$ cat src/rtl/pmc_pkg.sv
// Package for the prefix match counter: field widths, function codes and
// the command/status structs between controller and datapath.
// No dependencies.
package pmc_pkg;

   localparam int PATTERN_MAX_DEFAULT = 64;
   localparam int TEXT_MAX_DEFAULT    = 4096;

   localparam int FUNC_W   = 2;
   localparam int CHAR_W   = 8;
   localparam int PREFIX_W = 7;
   localparam int COUNT_W  = 13;

   localparam logic [FUNC_W-1:0] FUNC_CLEAR  = 2'd0;
   localparam logic [FUNC_W-1:0] FUNC_PAT    = 2'd1;
   localparam logic [FUNC_W-1:0] FUNC_TEXT   = 2'd2;
   localparam logic [FUNC_W-1:0] FUNC_REPORT = 2'd3;

   typedef struct packed {
      logic clear_all;
      logic pat_append;
      logic txt_append;
      logic clr_start;
      logic clr_step;
      logic build_start;
      logic scan_start;
      logic zarr_read;
      logic z_zero;
      logic z_from_box;
      logic cmp_issue;
      logic z_inc;
      logic zarr_write;
      logic hist_read;
      logic hist_incr;
      logic advance;
      logic out_start;
      logic out_read;
      logic out_emit;
      logic empty_emit;
   } cmd_type;

   typedef struct packed {
      logic lt_lim;
      logic in_box;
      logic can_ext;
      logic chars_eq;
      logic z_nz;
      logic m_zero;
      logic k_last;
      logic out_free;
      logic phase_scan;
   } status_type;

endpackage

$ cat src/rtl/pmc_ctrl.sv
// Controller of the prefix match counter: sequences load, Z-array build,
// text scan and report. Depends on pmc_pkg.
module pmc_ctrl (
   input  logic                        clock,
   input  logic                        reset,
   input  logic                        req_valid,
   input  logic [pmc_pkg::FUNC_W-1:0]  req_func,
   output logic                        req_ready,
   input  pmc_pkg::status_type         status,
   output pmc_pkg::cmd_type            cmd
);
   import pmc_pkg::*;

   localparam logic [3:0] S_IDLE  = 4'd0;
   localparam logic [3:0] S_CLR   = 4'd1;
   localparam logic [3:0] S_POS   = 4'd2;
   localparam logic [3:0] S_ZRD   = 4'd3;
   localparam logic [3:0] S_CMP   = 4'd4;
   localparam logic [3:0] S_CMPW  = 4'd5;
   localparam logic [3:0] S_FIN   = 4'd6;
   localparam logic [3:0] S_HINC  = 4'd7;
   localparam logic [3:0] S_ORD   = 4'd8;
   localparam logic [3:0] S_OEMIT = 4'd9;
   localparam logic [3:0] S_EMPTY = 4'd10;

   logic [3:0] state_ff;
   logic [3:0] state_in;

   always_comb begin
      state_in  = state_ff;
      cmd       = '0;
      req_ready = 1'b0;
      unique case (state_ff)
         S_IDLE: begin
            req_ready = 1'b1;
            if (req_valid) begin
               unique case (req_func)
                  FUNC_CLEAR: cmd.clear_all  = 1'b1;
                  FUNC_PAT:   cmd.pat_append = 1'b1;
                  FUNC_TEXT:  cmd.txt_append = 1'b1;
                  FUNC_REPORT: begin
                     if (status.m_zero) begin
                        state_in = S_EMPTY;
                     end else begin
                        cmd.clr_start = 1'b1;
                        state_in      = S_CLR;
                     end
                  end
               endcase
            end
         end
         S_CLR: begin
            cmd.clr_step = 1'b1;
            if (status.k_last) begin
               cmd.build_start = 1'b1;
               state_in        = S_POS;
            end
         end
         S_POS: begin
            priority if (!status.lt_lim) begin
               if (status.phase_scan) begin
                  cmd.out_start = 1'b1;
                  state_in      = S_ORD;
               end else begin
                  cmd.scan_start = 1'b1;
               end
            end else if (status.in_box) begin
               cmd.zarr_read = 1'b1;
               state_in      = S_ZRD;
            end else begin
               cmd.z_zero = 1'b1;
               state_in   = S_CMP;
            end
         end
         S_ZRD: begin
            cmd.z_from_box = 1'b1;
            state_in       = S_CMP;
         end
         S_CMP: begin
            if (status.can_ext) begin
               cmd.cmp_issue = 1'b1;
               state_in      = S_CMPW;
            end else begin
               state_in = S_FIN;
            end
         end
         S_CMPW: begin
            if (status.chars_eq) begin
               cmd.z_inc = 1'b1;
               state_in  = S_CMP;
            end else begin
               state_in = S_FIN;
            end
         end
         S_FIN: begin
            if (status.phase_scan && status.z_nz) begin
               cmd.hist_read = 1'b1;
               state_in      = S_HINC;
            end else begin
               cmd.zarr_write = !status.phase_scan;
               cmd.advance    = 1'b1;
               state_in       = S_POS;
            end
         end
         S_HINC: begin
            cmd.hist_incr = 1'b1;
            cmd.advance   = 1'b1;
            state_in      = S_POS;
         end
         S_ORD: begin
            cmd.out_read = 1'b1;
            state_in     = S_OEMIT;
         end
         S_OEMIT: begin
            if (status.out_free) begin
               cmd.out_emit = 1'b1;
               state_in     = status.k_last ? S_IDLE : S_ORD;
            end
         end
         S_EMPTY: begin
            if (status.out_free) begin
               cmd.empty_emit = 1'b1;
               state_in       = S_IDLE;
            end
         end
         default: state_in = S_IDLE;
      endcase
   end

   always_ff @(posedge clock) begin
      if (reset) begin
         state_ff <= S_IDLE;
      end else begin
         state_ff <= state_in;
      end
   end

endmodule

$ cat config.mk
export PLATFORM = sky130hd
export DESIGN_NAME = pmc_ctrl
export DESIGN_NICKNAME = d
export VERILOG_FILES = /design/src/rtl/pmc_pkg.sv /design/src/rtl/pmc_ctrl.sv
export SDC_FILE = /design/constraint.sdc
export NUM_CORES = 1
export LEC_CHECK = 0
export BUFFER_PORTS_ARGS = -buffer_cell sky130_fd_sc_hd__buf_2
export CORE_MARGIN = 2
export CORE_UTILIZATION = 37
export DETAILED_ROUTE_END_ITERATION = 7
export PLACE_DENSITY = 0.72
export SLEW_MARGIN = 20
export SYNTH_ARGS = -nofsm -noshare
export SYNTH_HDL_FRONTEND = slang
export SYNTH_SLANG_ARGS = --single-unit
$ cat constraint.sdc
create_clock -name clock -period 4.6 [get_ports clock]
set_input_delay 0.46 -clock clock [delete_from_list [all_inputs] [get_ports clock]]
set_output_delay 0.46 -clock clock [all_outputs]
set_load 0.02 [all_outputs]
Word level (Yosys, flattened, before mapping)
Cells that the tools add are included.
Storage, ports and cells
  register bits: 4
  bits of input ports: 14
  output and inout bits: 21
  word-level logic and storage cells: 73
Operators by class
  equality and inequality tests: 19
  mux-type cells: 48
  reductions and logical operators: 5
Operators with widths (number)
  $mux 4: 11
  $pmux 4 s11: 1
  $mux 1: 27
  $eq 4x3->1 const B: 4
  $eq 4x4->1 const B: 3
  $mux 2: 5
  $mux 3: 3
  $eq 4x2->1 const B: 2
  $ne 2x2->1 const B: 4
  $reduce_and 6->1: 1
  $eq 2x2->1 const B: 2
  $eq 4x1->1 const B: 1
  $logic_not 4->1: 1
  $ne 3x3->1 const B: 1
  $eq 2x1->1 const B: 1
  $logic_not 2->1: 1
  $ne 2x1->1 const B: 1
  $pmux 1 s2: 1
  $logic_and 1x1->1: 1
  $logic_not 1->1: 1

Depth between registers and ports, before layout
  depth after elaboration: 4
  depth in mapped cells: 5
  mapped depth without buffers: 4

Worst setup path after synthesis
Ideal clock, no wire load.
  path kind: register -> output
  from: register state_ff[0]
  to: output cmd[16] in the netlist's numbering
  arrival: 1.864 ns
  slack: 2.276 ns
  stages on the path, launching flop included: 5
  buffers on the path: 1
  cell sequence: dfxtp_1 -> clkbuf_1 -> nor4_2 -> nand3_1 -> nor3b_1
RTL lines
  start, declared: RTL line pmc_ctrl.sv:26  | logic [3:0] state_ff;
  start signal, assigned: RTL line pmc_ctrl.sv:134  | state_ff <= state_in;
  end, declared: RTL line pmc_ctrl.sv:10  | output pmc_pkg::cmd_type cmd

==> metrics.cfg <==
[outcome]
status=complete, no violations

[setup_path]
r2r_end=state_ff[3]$_SDFFE_PP0P_
end_kind=output port
crit_type=reg -> out
rr_worst_depth=4
startpoint_type=register
r2r_slack_ns=2.78
cp_max_fo=13
r2r-start=state_ff[1]$_SDFFE_PP0P_
required_ns=4.14
arrival_ns=1.81

[layout]
area_growth_pct=34.04
nNetsFinal=127
diodes=0
top_regs=state_ff: 4 flops
largest_register_ffs=4
drive_gt1_share_pct=38.74
final_util_pct=54.23
regMostFlops=state_ff
n_fill_cell=136

[min_path]
hp-class=in -> reg
min_path_cells=2
whs_endpoint=state_ff[0]$_SDFFE_PP0P_
hold_start=reset

[grt]
use_met3_pct=1.739
grt_usage_pct=16.34
grtUsageMet1_pct=21.30
globalRouteOverflowTotal=0
use_met2_pct=26.56
first_global_vias=535
antenna_found_initial=0
grt_pass1_wl_um=2304
grt_max_degree=16
top_usage_layer=met2

[route]
ant_nets=0
wl_per_cell_um=11.83
routed_wl_um=1490
num_vias=697
avgViaCountPerCell=5.532
first_iter_violations=14
drc=0
first_pass_iters=4

[clock_tree]
cts_tree=yes
path_clk_slew_ns=0.03
cts_resized=0
clk_latency_ns=0.23
cts_buffer_depth=2
cts_setup_buffers=0
h-tree-depth=1
numClockSinks=4
ctsHoldBuffers=0
cts_buffers=3
cts_root_buffer=clkbuf_4

[pwr]
power_switching_uw=193.7
p_int_uw=181.1
power_density_nw_per_um2=524.6
p_comb_share_pct=65.7
swShare_pct=51.69
peakVddDrop_mv=0.2639
power.clock.fraction_pct=11.5
p_leak_nw=0.3583
p_seq_share_pct=22.9

[floorplan]
die_area_um2=1760
rows=13
ios=35
die_y_um=41.96
initial_core_util_pct=40.46
die_w_um=41.96
core_um2=1318

[logic_synthesis]
syn_avg_cell_area_um2=6.663
synthCells=80
ys_warn_count=0
async_flop_share_pct=0
ys_ff_latch=4
synthesis.nets=94
ys_types=32
syn_area_um2=533.0
synth-seq-area-share_pct=15.02
yosysTopAreaCell=dfxtp_1
ys.flop_type=dfxtp_1
synth_area_leaders=dfxtp_1 15%, nor2_1 11%, nor3_1 8.5%
synth_edf_count=0
synth_top_area_share_pct=15.02

[run]
drv_cap=0

[sta]
relSlewSlack_pct=70.69
period_share_pct=49.41
hold_slack_ns=0.4707
setup_viol=0
finClkSkew_ns=0.0008483
tns_ns=0
finalHoldViolations=0
fmax_mhz=440.0
period_minus_slack_ns=2.273
worstMarginPinSlew_ns=0.4390
rsz0062_at_grt=false
slew_violations=0

[placement]
port_buffers=34
dpl.hpwl_um=1161
place.gp.congestion=0.8082

[cell families (layout without fill, tap and decap cells)]
logic type,count (synthesis),count (layout),synth area share [%]
AOI/OAI and AO/OA,16,16,25.59
buffers and inverters,9,40,7.747
DFF,4,4,15.02
and+or+nand+nor,51,51,51.64
[final cells by class]
class	instances	area [um^2]	share of cell area, %
Multi-Input combinational cell	67	411.6	57.62
Timing Repair Buffer	34	170.2	23.82
Sequential cell	4	80.08	11.21
Clock buffer	3	22.52	3.152
Tap cell	15	18.77	2.627
Inverter	3	11.26	1.576
[synth_stat cells, types with 2 or more instances]
cell	count
nor2_1	15
nor3_1	9
nand2_1	7
clkbuf_1	5
dfxtp_1	4
nand2b_1	4
a31oi_1	3
inv_1	3
nand3b_1	3
nor2b_1	3
nand3_1	2
nor3b_1	2
[metrics by stage]
step                      instances  instance area, um^2  setup slack (ns)  power [mW]
after CTS                       126                714.4             2.349      0.3749
after global routing            126                714.4             2.215      0.4044
final                           126                714.4             2.327      0.3748
after detailed placement        123                691.9             2.607      0.3295
after global placement          123                691.9             2.638      0.3250
after floorplan                  80                533.0             2.276      0.2803
[layout by cell type, fill, tap and decap left out, types with 2 or more instances in the layout]
cell type	Yosys	layout
buf_2	0	34
nor2_1	15	15
nor3_1	9	9
nand2_1	7	7
nand2b_1	4	4
dfxtp_1	4	4
nand3b_1	3	3
inv_1	3	3
nor2b_1	3	3
a31oi_1	3	3
clkbuf_4	0	3
nand3_1	2	2
nor3b_1	2	2
[how the worst max path moves through the flow]
stage                          to  slack (ns)  cells after the start                     start
final                     cmd[13]        2.33                      4  state_ff[1]$_SDFFE_PP0P_
after global routing      cmd[13]        2.22                      4  state_ff[1]$_SDFFE_PP0P_
after CTS                 cmd[13]        2.35                      4  state_ff[1]$_SDFFE_PP0P_
after detailed placement  cmd[13]        2.61                      4  state_ff[1]$_SDFFE_PP0P_
after global placement    cmd[13]        2.64                      4  state_ff[1]$_SDFFE_PP0P_
after floorplan           cmd[16]        2.28                      4  state_ff[0]$_SDFFE_PP0P_
[power groups by stage]
stage / combinational, mW / sequential [mW] / clock, mW
finish: 0.246 / 0.0857 / 0.0429
detailed placement: 0.245 / 0.0845 / 0
global placement: 0.243 / 0.0824 / 0
global route: 0.266 / 0.0909 / 0.0477
CTS: 0.246 / 0.0840 / 0.0446
floorplan: 0.224 / 0.0564 / 0
[per-layer routing]
layer  vias up  share of wire (%)
met5         -                  0
met4         0                1.8
met3         3                4.6
met2        20                 48
met1       322                 46
li1        352                  -
[worst max-delay path, stage by stage, from the launching register on]
cell and delay (ns):
dfxtp_1 0.57, nand2b_1 0.28, or4_4 0.51, inv_1 0.07, buf_2 0.15
(Power assumes the default switching activity.)
